### src/hdl/nearest_centroid_assign_assert.svh
// assertion macros for the nearest centroid assignment block
// expects signals named clock and reset in the scope of each use
`ifndef NEAREST_CENTROID_ASSIGN_ASSERT_SVH
`define NEAREST_CENTROID_ASSIGN_ASSERT_SVH
`ifndef ASSERT_OFF
// checked only outside reset
`define NCA_ASSERT(lbl, prop, msg) \
   lbl: assert property (@(posedge clock) disable iff (reset) prop) else $error(msg);
// checked at every edge, reset included
`define NCA_ASSERT_ALWAYS(lbl, prop, msg) \
   lbl: assert property (@(posedge clock) prop) else $error(msg);
`else
`define NCA_ASSERT(lbl, prop, msg)
`define NCA_ASSERT_ALWAYS(lbl, prop, msg)
`endif
`endif

### src/hdl/nca_pkg.sv
// shared types and constants of the nearest centroid assignment block
// no dependencies
package nca_pkg;

   localparam int COORD_W     = 16;
   localparam int LABEL_W     = 4;
   localparam int CFG_W       = 5;
   localparam int DIST_W      = 2 * COORD_W + 2;
   localparam int COUNT_W     = 16;
   localparam int QUEUE_DEPTH = 2;
   localparam int RANGE_W     = 9;

   typedef enum logic {
      FUNC_LOAD     = 1'b0,
      FUNC_CLASSIFY = 1'b1
   } func_type;

   typedef enum logic [1:0] {
      BK_IDLE,
      BK_ISSUE,
      BK_DRAIN
   } back_state_type;

   typedef logic signed [COORD_W-1:0] coord_type;

   typedef struct packed {
      coord_type x;
      coord_type y;
      coord_type z;
   } point_type;

   typedef struct packed {
      func_type               func;
      logic [LABEL_W-1:0]     centroid_index;
      coord_type              coord_x;
      coord_type              coord_y;
      coord_type              coord_z;
      logic [LABEL_W-1:0]     prev_label;
      logic                   batch_first;
   } req_type;

   typedef struct packed {
      logic [LABEL_W-1:0]     nearest_cluster;
      logic [DIST_W-1:0]      min_distance;
      logic                   label_changed;
      logic [COUNT_W-1:0]     changed_total;
   } rsp_type;

   typedef struct packed {
      logic valid;
      logic first;
      logic last;
   } sample_ctl_type;

endpackage

### src/hdl/nca_dist.sv
// centroid store and pipelined squared-distance unit
// depends on nca_pkg
module nca_dist #(
   parameter int MAX_CLUSTERS = 16,
   parameter int IDX_W        = 4
) (
   input  logic                    clock,
   input  logic                    reset,
   input  logic                    wr_en,
   input  logic [IDX_W-1:0]        wr_addr,
   input  nca_pkg::point_type      wr_point,
   input  nca_pkg::sample_ctl_type rd_ctl,
   input  logic [IDX_W-1:0]        rd_addr,
   input  nca_pkg::point_type      point,
   output nca_pkg::sample_ctl_type smp_ctl,
   output logic [nca_pkg::DIST_W-1:0] smp_dist
);
   import nca_pkg::*;

   localparam int SQ_W = 2 * COORD_W;

   point_type             table_mem [MAX_CLUSTERS];
   point_type             cent_ff;
   sample_ctl_type        ctl0_ff, ctl1_ff, ctl2_ff, ctl3_ff;
   logic [COORD_W-1:0]    mag_x_in, mag_y_in, mag_z_in;
   logic [COORD_W-1:0]    mag_x_ff, mag_y_ff, mag_z_ff;
   logic [SQ_W-1:0]       sq_x_ff, sq_y_ff, sq_z_ff;
   logic [DIST_W-1:0]     sum_ff;

   function automatic logic [COORD_W-1:0] abs_diff(input coord_type a, input coord_type b);
      logic [COORD_W:0] d;
      d = {a[COORD_W-1], a} - {b[COORD_W-1], b};
      abs_diff = d[COORD_W] ? COORD_W'(-d) : d[COORD_W-1:0];
   endfunction

   // table write and registered read
   always_ff @(posedge clock) begin
      if (wr_en) begin
         table_mem[wr_addr] <= wr_point;
      end
      cent_ff <= table_mem[rd_addr];
   end

   always_comb begin
      mag_x_in = abs_diff(point.x, cent_ff.x);
      mag_y_in = abs_diff(point.y, cent_ff.y);
      mag_z_in = abs_diff(point.z, cent_ff.z);
   end

   // read, difference, square, sum
   always_ff @(posedge clock) begin
      mag_x_ff <= mag_x_in;
      mag_y_ff <= mag_y_in;
      mag_z_ff <= mag_z_in;
      sq_x_ff  <= mag_x_ff * mag_x_ff;
      sq_y_ff  <= mag_y_ff * mag_y_ff;
      sq_z_ff  <= mag_z_ff * mag_z_ff;
      sum_ff   <= DIST_W'(sq_x_ff) + DIST_W'(sq_y_ff) + DIST_W'(sq_z_ff);
   end

   always_ff @(posedge clock) begin
      if (reset) begin
         ctl0_ff <= '0;
         ctl1_ff <= '0;
         ctl2_ff <= '0;
         ctl3_ff <= '0;
      end else begin
         ctl0_ff <= rd_ctl;
         ctl1_ff <= ctl0_ff;
         ctl2_ff <= ctl1_ff;
         ctl3_ff <= ctl2_ff;
      end
   end

   assign smp_ctl  = ctl3_ff;
   assign smp_dist = sum_ff;

endmodule

### src/hdl/nca_front.sv
// front end: takes request beats, drops out-of-table loads, queues the rest
// depends on nca_pkg and nearest_centroid_assign_assert.svh
`include "nearest_centroid_assign_assert.svh"
module nca_front #(
   parameter int MAX_CLUSTERS = 16
) (
   input  logic             clock,
   input  logic             reset,
   input  logic             start,
   output logic             busy,
   input  nca_pkg::req_type req_data,
   output logic             q_valid,
   output nca_pkg::req_type q_data,
   input  logic             q_pop
);
   import nca_pkg::*;

   localparam int PTR_W = (QUEUE_DEPTH > 1) ? $clog2(QUEUE_DEPTH) : 1;
   localparam int CNT_W = $clog2(QUEUE_DEPTH + 1);

   req_type          slot_ff [QUEUE_DEPTH];
   logic [PTR_W-1:0] wr_ptr_ff, rd_ptr_ff;
   logic [CNT_W-1:0] count_ff;
   logic             full;
   logic             in_range;
   logic             push;

   assign full     = (count_ff == CNT_W'(QUEUE_DEPTH));
   assign busy     = full | reset;
   assign in_range = (RANGE_W'(req_data.centroid_index) < RANGE_W'(MAX_CLUSTERS));
   // loads past the table end are taken and dropped here
   assign push     = start && !busy && (req_data.func == FUNC_CLASSIFY || in_range);
   assign q_valid  = (count_ff != '0);
   assign q_data   = slot_ff[rd_ptr_ff];

   always_ff @(posedge clock) begin
      if (push) begin
         slot_ff[wr_ptr_ff] <= req_data;
      end
   end

   always_ff @(posedge clock) begin
      if (reset) begin
         wr_ptr_ff <= '0;
         rd_ptr_ff <= '0;
         count_ff  <= '0;
      end else begin
         if (push) begin
            wr_ptr_ff <= PTR_W'(wr_ptr_ff + PTR_W'(1));
         end
         if (q_pop) begin
            rd_ptr_ff <= PTR_W'(rd_ptr_ff + PTR_W'(1));
         end
         count_ff <= CNT_W'(count_ff + CNT_W'(push) - CNT_W'(q_pop));
      end
   end

   `NCA_ASSERT(a_q_bound, count_ff <= CNT_W'(QUEUE_DEPTH), "queue count beyond depth")
   `NCA_ASSERT(a_q_pop_nonempty, q_pop |-> count_ff != '0, "pop from empty queue")
   `NCA_ASSERT(a_q_fill, (push && !q_pop) |=> count_ff == $past(count_ff) + CNT_W'(1), "push lost")

endmodule

### src/hdl/nca_back.sv
// back end: sequences loads and nearest searches, keeps the changed count
// depends on nca_pkg and nearest_centroid_assign_assert.svh
`include "nearest_centroid_assign_assert.svh"
module nca_back #(
   parameter int MAX_CLUSTERS = 16,
   parameter int IDX_W        = 4
) (
   input  logic                    clock,
   input  logic                    reset,
   input  logic [nca_pkg::CFG_W-1:0] cluster_count,
   input  logic                    q_valid,
   input  nca_pkg::req_type        q_data,
   output logic                    q_pop,
   output logic                    wr_en,
   output logic [IDX_W-1:0]        wr_addr,
   output nca_pkg::point_type      wr_point,
   output nca_pkg::sample_ctl_type rd_ctl,
   output logic [IDX_W-1:0]        rd_addr,
   output nca_pkg::point_type      point,
   input  nca_pkg::sample_ctl_type smp_ctl,
   input  logic [nca_pkg::DIST_W-1:0] smp_dist,
   output logic                    rsp_strobe,
   output nca_pkg::rsp_type        rsp_data
);
   import nca_pkg::*;

   localparam int LIMIT = (MAX_CLUSTERS < 2 ** CFG_W - 1) ? MAX_CLUSTERS : 2 ** CFG_W - 1;

   back_state_type       state_ff, state_in;
   logic [CFG_W-1:0]     issue_idx_ff;
   point_type            point_ff;
   logic [LABEL_W-1:0]   prev_ff;
   logic                 first_ff;
   logic [DIST_W-1:0]    best_d_ff;
   logic [CFG_W-1:0]     best_idx_ff;
   logic [CFG_W-1:0]     seen_ff;
   logic [COUNT_W-1:0]   count_ff, count_in;
   logic                 strobe_ff, strobe_in;
   rsp_type              rsp_ff;

   logic [CFG_W-1:0]     n_used;
   logic                 last_issue;
   logic                 load_point;
   logic [CFG_W-1:0]     smp_idx;
   logic                 take;
   logic [DIST_W-1:0]    cand_d;
   logic [CFG_W-1:0]     cand_idx;
   logic                 changed;
   logic [COUNT_W-1:0]   count_base;

   // search length: zero counts as one, capped at the table size
   always_comb begin
      if (cluster_count == '0) begin
         n_used = CFG_W'(1);
      end else if (cluster_count > CFG_W'(LIMIT)) begin
         n_used = CFG_W'(LIMIT);
      end else begin
         n_used = cluster_count;
      end
   end

   assign last_issue = (issue_idx_ff == CFG_W'(n_used - CFG_W'(1)));

   // next state
   always_comb begin
      state_in = state_ff;
      case (state_ff)
         BK_IDLE: begin
            if (q_valid && q_data.func == FUNC_CLASSIFY) begin
               state_in = BK_ISSUE;
            end
         end
         BK_ISSUE: begin
            if (last_issue) begin
               state_in = BK_DRAIN;
            end
         end
         BK_DRAIN: begin
            if (smp_ctl.valid && smp_ctl.last) begin
               state_in = BK_IDLE;
            end
         end
         default: begin
            state_in = BK_IDLE;
         end
      endcase
   end

   // outputs
   always_comb begin
      q_pop      = 1'b0;
      wr_en      = 1'b0;
      load_point = 1'b0;
      rd_ctl     = '0;
      strobe_in  = 1'b0;
      case (state_ff)
         BK_IDLE: begin
            q_pop      = q_valid;
            wr_en      = q_valid && (q_data.func == FUNC_LOAD);
            load_point = q_valid && (q_data.func == FUNC_CLASSIFY);
         end
         BK_ISSUE: begin
            rd_ctl.valid = 1'b1;
            rd_ctl.first = (issue_idx_ff == '0);
            rd_ctl.last  = last_issue;
         end
         BK_DRAIN: begin
            strobe_in = smp_ctl.valid && smp_ctl.last;
         end
         default: begin
         end
      endcase
   end

   assign wr_addr  = IDX_W'(q_data.centroid_index);
   assign wr_point = '{x: q_data.coord_x, y: q_data.coord_y, z: q_data.coord_z};
   assign rd_addr  = IDX_W'(issue_idx_ff);
   assign point    = point_ff;

   // running minimum, strict compare keeps the lowest index on ties
   always_comb begin
      smp_idx    = smp_ctl.first ? '0 : seen_ff;
      take       = smp_ctl.first || (smp_dist < best_d_ff);
      cand_d     = take ? smp_dist : best_d_ff;
      cand_idx   = take ? smp_idx : best_idx_ff;
      changed    = (cand_idx != CFG_W'(prev_ff));
      count_base = first_ff ? '0 : count_ff;
      count_in   = (changed && count_base != '1) ? COUNT_W'(count_base + COUNT_W'(1))
                                                 : count_base;
   end

   always_ff @(posedge clock) begin
      if (reset) begin
         state_ff  <= BK_IDLE;
         count_ff  <= '0;
         strobe_ff <= 1'b0;
      end else begin
         state_ff  <= state_in;
         strobe_ff <= strobe_in;
         if (strobe_in) begin
            count_ff <= count_in;
         end
      end
   end

   always_ff @(posedge clock) begin
      if (load_point) begin
         point_ff     <= '{x: q_data.coord_x, y: q_data.coord_y, z: q_data.coord_z};
         prev_ff      <= q_data.prev_label;
         first_ff     <= q_data.batch_first;
         issue_idx_ff <= '0;
      end else if (state_ff == BK_ISSUE) begin
         issue_idx_ff <= CFG_W'(issue_idx_ff + CFG_W'(1));
      end
      if (smp_ctl.valid) begin
         best_d_ff   <= cand_d;
         best_idx_ff <= cand_idx;
         seen_ff     <= CFG_W'(smp_idx + CFG_W'(1));
      end
      if (strobe_in) begin
         rsp_ff.nearest_cluster <= LABEL_W'(cand_idx);
         rsp_ff.min_distance    <= cand_d;
         rsp_ff.label_changed   <= changed;
         rsp_ff.changed_total   <= count_in;
      end
   end

   assign rsp_strobe = strobe_ff;
   assign rsp_data   = rsp_ff;

   `NCA_ASSERT(a_rsp_after_drain, strobe_ff |-> $past(state_ff) == BK_DRAIN, "stray result")
   `NCA_ASSERT(a_smp_in_search, smp_ctl.valid |-> (state_ff == BK_ISSUE || state_ff == BK_DRAIN), "sample outside search")
   `NCA_ASSERT(a_count_holds, (state_ff != BK_DRAIN) |=> $stable(count_ff), "count moved outside a result")

endmodule

### src/hdl/nearest_centroid_assign.sv
// k-means assignment: load beat queued, then written to the table when the sequencer pops it, no result
// classify beat: one result strobe after a sweep of n centroids, n = clamped cluster_count;
// one classify searched at a time, through the one-centroid-per-cycle distance pipeline
// a two-beat queue lets start be taken while a search runs; the receiver cannot stall
// synchronous reset: queue and sequencer idle, cluster_count 1, changed count 0,
// centroid table left undefined until loaded
module nearest_centroid_assign #(
   parameter int MAX_CLUSTERS = 16
) (
   input  logic                       clock,
   input  logic                       reset,
   input  logic                       start,
   output logic                       busy,
   input  nca_pkg::req_type           req_data,
   input  logic                       csr_valid,
   output logic                       csr_ready,
   input  logic [nca_pkg::CFG_W-1:0]  csr_data,
   output logic                       rsp_strobe,
   output nca_pkg::rsp_type           rsp_data
);
   import nca_pkg::*;

   // table address width, at least one bit
   localparam int IDX_W = (MAX_CLUSTERS > 1) ? $clog2(MAX_CLUSTERS) : 1;

   logic [CFG_W-1:0] cluster_count_ff;

   // queue between front and back
   logic             q_valid;
   req_type          q_data;
   logic             q_pop;

   // back to distance unit
   logic             wr_en;
   logic [IDX_W-1:0] wr_addr;
   point_type        wr_point;
   sample_ctl_type   rd_ctl;
   logic [IDX_W-1:0] rd_addr;
   point_type        point;

   // distance unit back to sequencer
   sample_ctl_type   smp_ctl;
   logic [DIST_W-1:0] smp_dist;

   // csr beat: the one register, held off only during reset
   assign csr_ready = !reset;

   always_ff @(posedge clock) begin
      if (reset) begin
         cluster_count_ff <= CFG_W'(1);
      end else if (csr_valid && csr_ready) begin
         cluster_count_ff <= csr_data;
      end
   end

   // front: accept, drop out-of-table loads, queue
   nca_front #(
      .MAX_CLUSTERS (MAX_CLUSTERS)
   ) u_front (
      .clock    (clock),
      .reset    (reset),
      .start    (start),
      .busy     (busy),
      .req_data (req_data),
      .q_valid  (q_valid),
      .q_data   (q_data),
      .q_pop    (q_pop)
   );

   // back: table writes, centroid sweep, running minimum, changed count
   nca_back #(
      .MAX_CLUSTERS (MAX_CLUSTERS),
      .IDX_W        (IDX_W)
   ) u_back (
      .clock         (clock),
      .reset         (reset),
      .cluster_count (cluster_count_ff),
      .q_valid       (q_valid),
      .q_data        (q_data),
      .q_pop         (q_pop),
      .wr_en         (wr_en),
      .wr_addr       (wr_addr),
      .wr_point      (wr_point),
      .rd_ctl        (rd_ctl),
      .rd_addr       (rd_addr),
      .point         (point),
      .smp_ctl       (smp_ctl),
      .smp_dist      (smp_dist),
      .rsp_strobe    (rsp_strobe),
      .rsp_data      (rsp_data)
   );

   // centroid store plus read / difference / square / sum pipeline
   nca_dist #(
      .MAX_CLUSTERS (MAX_CLUSTERS),
      .IDX_W        (IDX_W)
   ) u_dist (
      .clock    (clock),
      .reset    (reset),
      .wr_en    (wr_en),
      .wr_addr  (wr_addr),
      .wr_point (wr_point),
      .rd_ctl   (rd_ctl),
      .rd_addr  (rd_addr),
      .point    (point),
      .smp_ctl  (smp_ctl),
      .smp_dist (smp_dist)
   );

endmodule

### config.mk
export PLATFORM = sky130hd
export DESIGN_NAME = nearest_centroid_assign
export DESIGN_NICKNAME = d
export VERILOG_FILES = /design/src/hdl/nca_pkg.sv /design/src/hdl/nca_dist.sv /design/src/hdl/nca_front.sv /design/src/hdl/nca_back.sv /design/src/hdl/nearest_centroid_assign.sv
export VERILOG_INCLUDE_DIRS = /design/src /design/src/hdl
export SDC_FILE = /design/constraint.sdc
export NUM_CORES = 2
export LEC_CHECK = 0
export BUFFER_PORTS_ARGS = -buffer_cell sky130_fd_sc_hd__buf_4
export CORE_UTILIZATION = 55
export DETAILED_ROUTE_END_ITERATION = 10
export HOLD_SLACK_MARGIN = 0.15
export PLACE_DENSITY = 0.71
export SLEW_MARGIN = 20
export SYNTH_ARGS = -nofsm -noshare
export SYNTH_HDL_FRONTEND = slang
export SYNTH_SLANG_ARGS = --single-unit
### constraint.sdc
create_clock -name clock -period 8.5 [get_ports clock]
set_input_delay 1.7 -clock clock [delete_from_list [all_inputs] [get_ports clock]]
set_output_delay 1.7 -clock clock [all_outputs]
set_load 0.05 [all_outputs]
==> out/results.tsv <==
stage	metric	value	unit
run_status	status	finished, final reports clean	
timing	slew margin rel.	24.0	%
routing	1st-pass router iterations	7	
setup_path	Worst Setup End Kind	register	
setup_path	Worst setup SP type	register	
timing	TNS Setup	0	ns
die	Die W	367	um
final_layout	layout cells sized above 1	13.4	%
cts	hold buffers post-CTS	0	
cts	number of setup buffers added after CTS	0	
die	die area	0.135	sq mm
die	area of the core	0.132	sq mm
cts	Sink Count	1305	
timing	post-layout minimum cycle time	6.92	ns
timing	Final Max Slew Viols	0	
final_layout	Fill cells	9976	
timing	Final period util	81.4	%
cts	root buf cell	clkbuf_16	
yosys	Netlist Area Pre-Place	0.0734	sq mm
worst_hold_path	Hold Path Stages	1	
grt	first-pass GRT wire length	247000	um
placement	GPL Wtd Cong	0.889	
die	Die Y	367	um
cts	Clock Path Buffers	3	
grt	GR Overflow Total	0	
setup_path	reg2reg path depth	21	
routing	WL per Instance	20.9	um
setup_path	reg2reg start	u_dist.mag_x_ff[12]	
yosys	post-synth top area share	42.4	%
cts	# H-tree levels	4	
routing	M1 WL	67200	um
yosys	fraction of registers with async set/reset	0	%
setup_path	critical path arrival	7.59	ns
yosys	Unique masters post-synth	79	
yosys	FF+latch count, synth	1305	
die	Core Rows	133	
yosys	Primary FF master, synth	edfxtp_1	
worst_hold_path	HP Start	u_dist.ctl1_ff[0]	
cts	post_cts resized	0	
routing	Via density	5.64	
cts	CTS clk-pin slew, worst paths	0.06	ns
routing	Top Layer Used	met4	
yosys	number of flops mapped to enable cells by yosys	1036	
timing	RSZ-0062 raised after global routing	false	
routing	met3 wire length	8900	um
die	initial core utilization	55.6	%
worst_hold_path	Hold Crit Class	reg -> reg	
final_layout	Core Util, Final	61.3	%
setup_path	kind of critical path	reg -> reg	
placement	hpwl dp	104000	um
timing	final setup fails	0	
timing	Final Hold Viols	0	
routing	Final ANT Viol Nets	0	
routing	vias	42200	
routing	WL met2	76800	um
final_layout	ant diodes	0	
cts	Clock Latency Late Sink	0.79	ns
final_layout	Nets	6628	
setup_path	reg2reg end	u_dist.sq_x_ff[31]	
yosys	Net Count, Synth	6493	
setup_path	crit-path max FO	13	
placement	IO buf count	124	
cts	CTS tree	built	
setup_path	Crit path required time	9.18	ns
worst_hold_path	Hold EP	u_dist.ctl2_ff[0]	
routing	# DRC	0	
yosys	area leader, netlist	edfxtp_1	
timing	Slew @ Worst Pin	1.14	ns
yosys	Seq/Total Area, Yosys	49.7	%
die	io pins	125	
grt	initial antenna violation count	1	
cts	Num CTS Buffers	138	
yosys	Ys Warns	0	
timing	Worst Clk Skew	0.0561	ns
yosys	Mapped Cells	5481	
timing	WHS	0.433	ns
flow_run	maxcap violations	0	
final_layout	Syn-to-layout area delta	10.3	%
timing	Max Clk Rate	145	MHz
yosys	top cells by area, synth	edfxtp_1, fa_1, ha_1, mux4_2, dfxtp_1	
final_layout	most frequent cells in the layout	edfxtp_1, inv_1, fa_1	
routing	Starting DRT DRC Count	3283	
grt	GRT Total Usage	23.7	%
routing	total wire length	156000	um
grt	vias in the first global route	43800	
yosys	syn_area_per_cell	13.4	sq um
setup_path	R2R setup slack	1.58	ns
final_layout	most common cell after layout, fill and taps aside	edfxtp_1	
grt	largest net degree at the start of global routing	152	
-- per-stage QoR --
stage | setup slack [ns] | area [sq um] | instances
final | 1.58 | 80900 | 7488
after global routing | 1.13 | 80900 | 7488
after CTS | 1.65 | 80900 | 7488
after detailed placement | 1.70 | 76300 | 7231
after global placement | 1.79 | 76300 | 7231
after floorplan | 2.25 | 73400 | 5481
-- per-layer routing --
layer  vias to the layer above  track usage [%]
li1                      19300                -
met5                         -                0
met3                       247             3.60
met2                      1214             39.5
met1                     21500             32.5
met4                         0             6.48
-- cells in the mapped netlist, types with 10 or more instances --
cell type	count
o31ai_1	15
nor3_1	63
nand4_1	24
and2_1	140
or4_1	14
dfxtp_1	269
o21bai_1	19
ha_1	455
a21oi_1	174
nand2b_1	28
and3_1	29
nand3_1	64
mux4_2	240
a211oi_1	18
o211ai_1	11
mux2i_1	17
or3_1	18
edfxtp_1	1036
mux2_2	92
o31a_1	10
nand2_1	343
nor2b_1	54
o21ai_0	85
xnor2_1	180
fa_1	490
a31oi_1	17
buf_1	22
nor2_1	228
or2_2	20
o21a_1	33
inv_1	872
a21o_1	56
xor2_1	74
clkbuf_1	133
-- flip-flops by register name, summed over array words and instances (netlist names), 31 cells and up, named ones only --
name / flops
u_back.best_d_ff: 34
u_back.point: 48
u_back.rsp_data: 55
u_dist.cent_ff: 48
u_dist.smp_dist: 34
u_dist.sq_x_ff: 31
u_dist.sq_y_ff: 31
u_dist.sq_z_ff: 31
u_dist.table_mem: 768
u_front.slot_ff: 116
-- critical path, cell delays in order (launching register included) --
cell and delay, ns:
dfxtp_1 0.69, inv_1 0.28, nor2_1 0.24, ha_1 0.28, xor2_1 0.19, fa_1 0.54, inv_1 0.05, fa_1 0.48
fa_1 0.51, fa_1 0.51, inv_1 0.06, fa_1 0.47, inv_1 0.04, ha_1 0.41, nand3_1 0.11, o31ai_1 0.49
a32oi_1 0.29, a211oi_1 0.40, o22ai_1 0.22, o22ai_1 0.32, o41ai_1 0.12, a31oi_1 0.13
-- worst max path at each step --
stage | start | endpoint | slack (ns)
6_report | u_dist.mag_x_ff[12] | u_dist.sq_x_ff[31] | 1.58
5_1_grt | u_dist.mag_x_ff[6] | u_dist.sq_x_ff[31] | 1.13
4_1_cts | u_dist.mag_x_ff[6] | u_dist.sq_x_ff[31] | 1.65
3_5_place_dp | u_dist.mag_x_ff[6] | u_dist.sq_x_ff[31] | 1.70
3_3_place_gp | u_dist.mag_z_ff[9] | u_dist.sq_z_ff[30] | 1.79
2_1_floorplan | u_dist.mag_z_ff[2] | u_dist.sq_z_ff[30] | 2.25
-- cell type report --
type | instances | area, sq um | share of cell area [%]
Clock buffer | 175 | 3700 | 4.57
Clock inverter | 82 | 926 | 1.14
Inverter | 873 | 3280 | 4.05
Multi-Input combinational cell | 3141 | 33100 | 40.9
Sequential cell | 1305 | 36500 | 45.1
Tap cell | 1755 | 2200 | 2.71
Timing Repair Buffer | 157 | 1200 | 1.49
-- cells by family after synthesis --
| kind of cell | after synthesis | share of synthesized area [%] |
|---|---|---|
| fa+ha+maj | 945 | 21.1 |
| simple gates | 1056 | 6.95 |
| flops | 1305 | 49.7 |
| mux | 349 | 9.01 |
| compound gates | 537 | 4.81 |
| buf+inv | 1035 | 5.33 |
| xor+xnor | 254 | 3.03 |
Power is left out: the tool's default activity adds up to more than one toggle a clock period on the data nets, which glitch-free logic cannot reach.
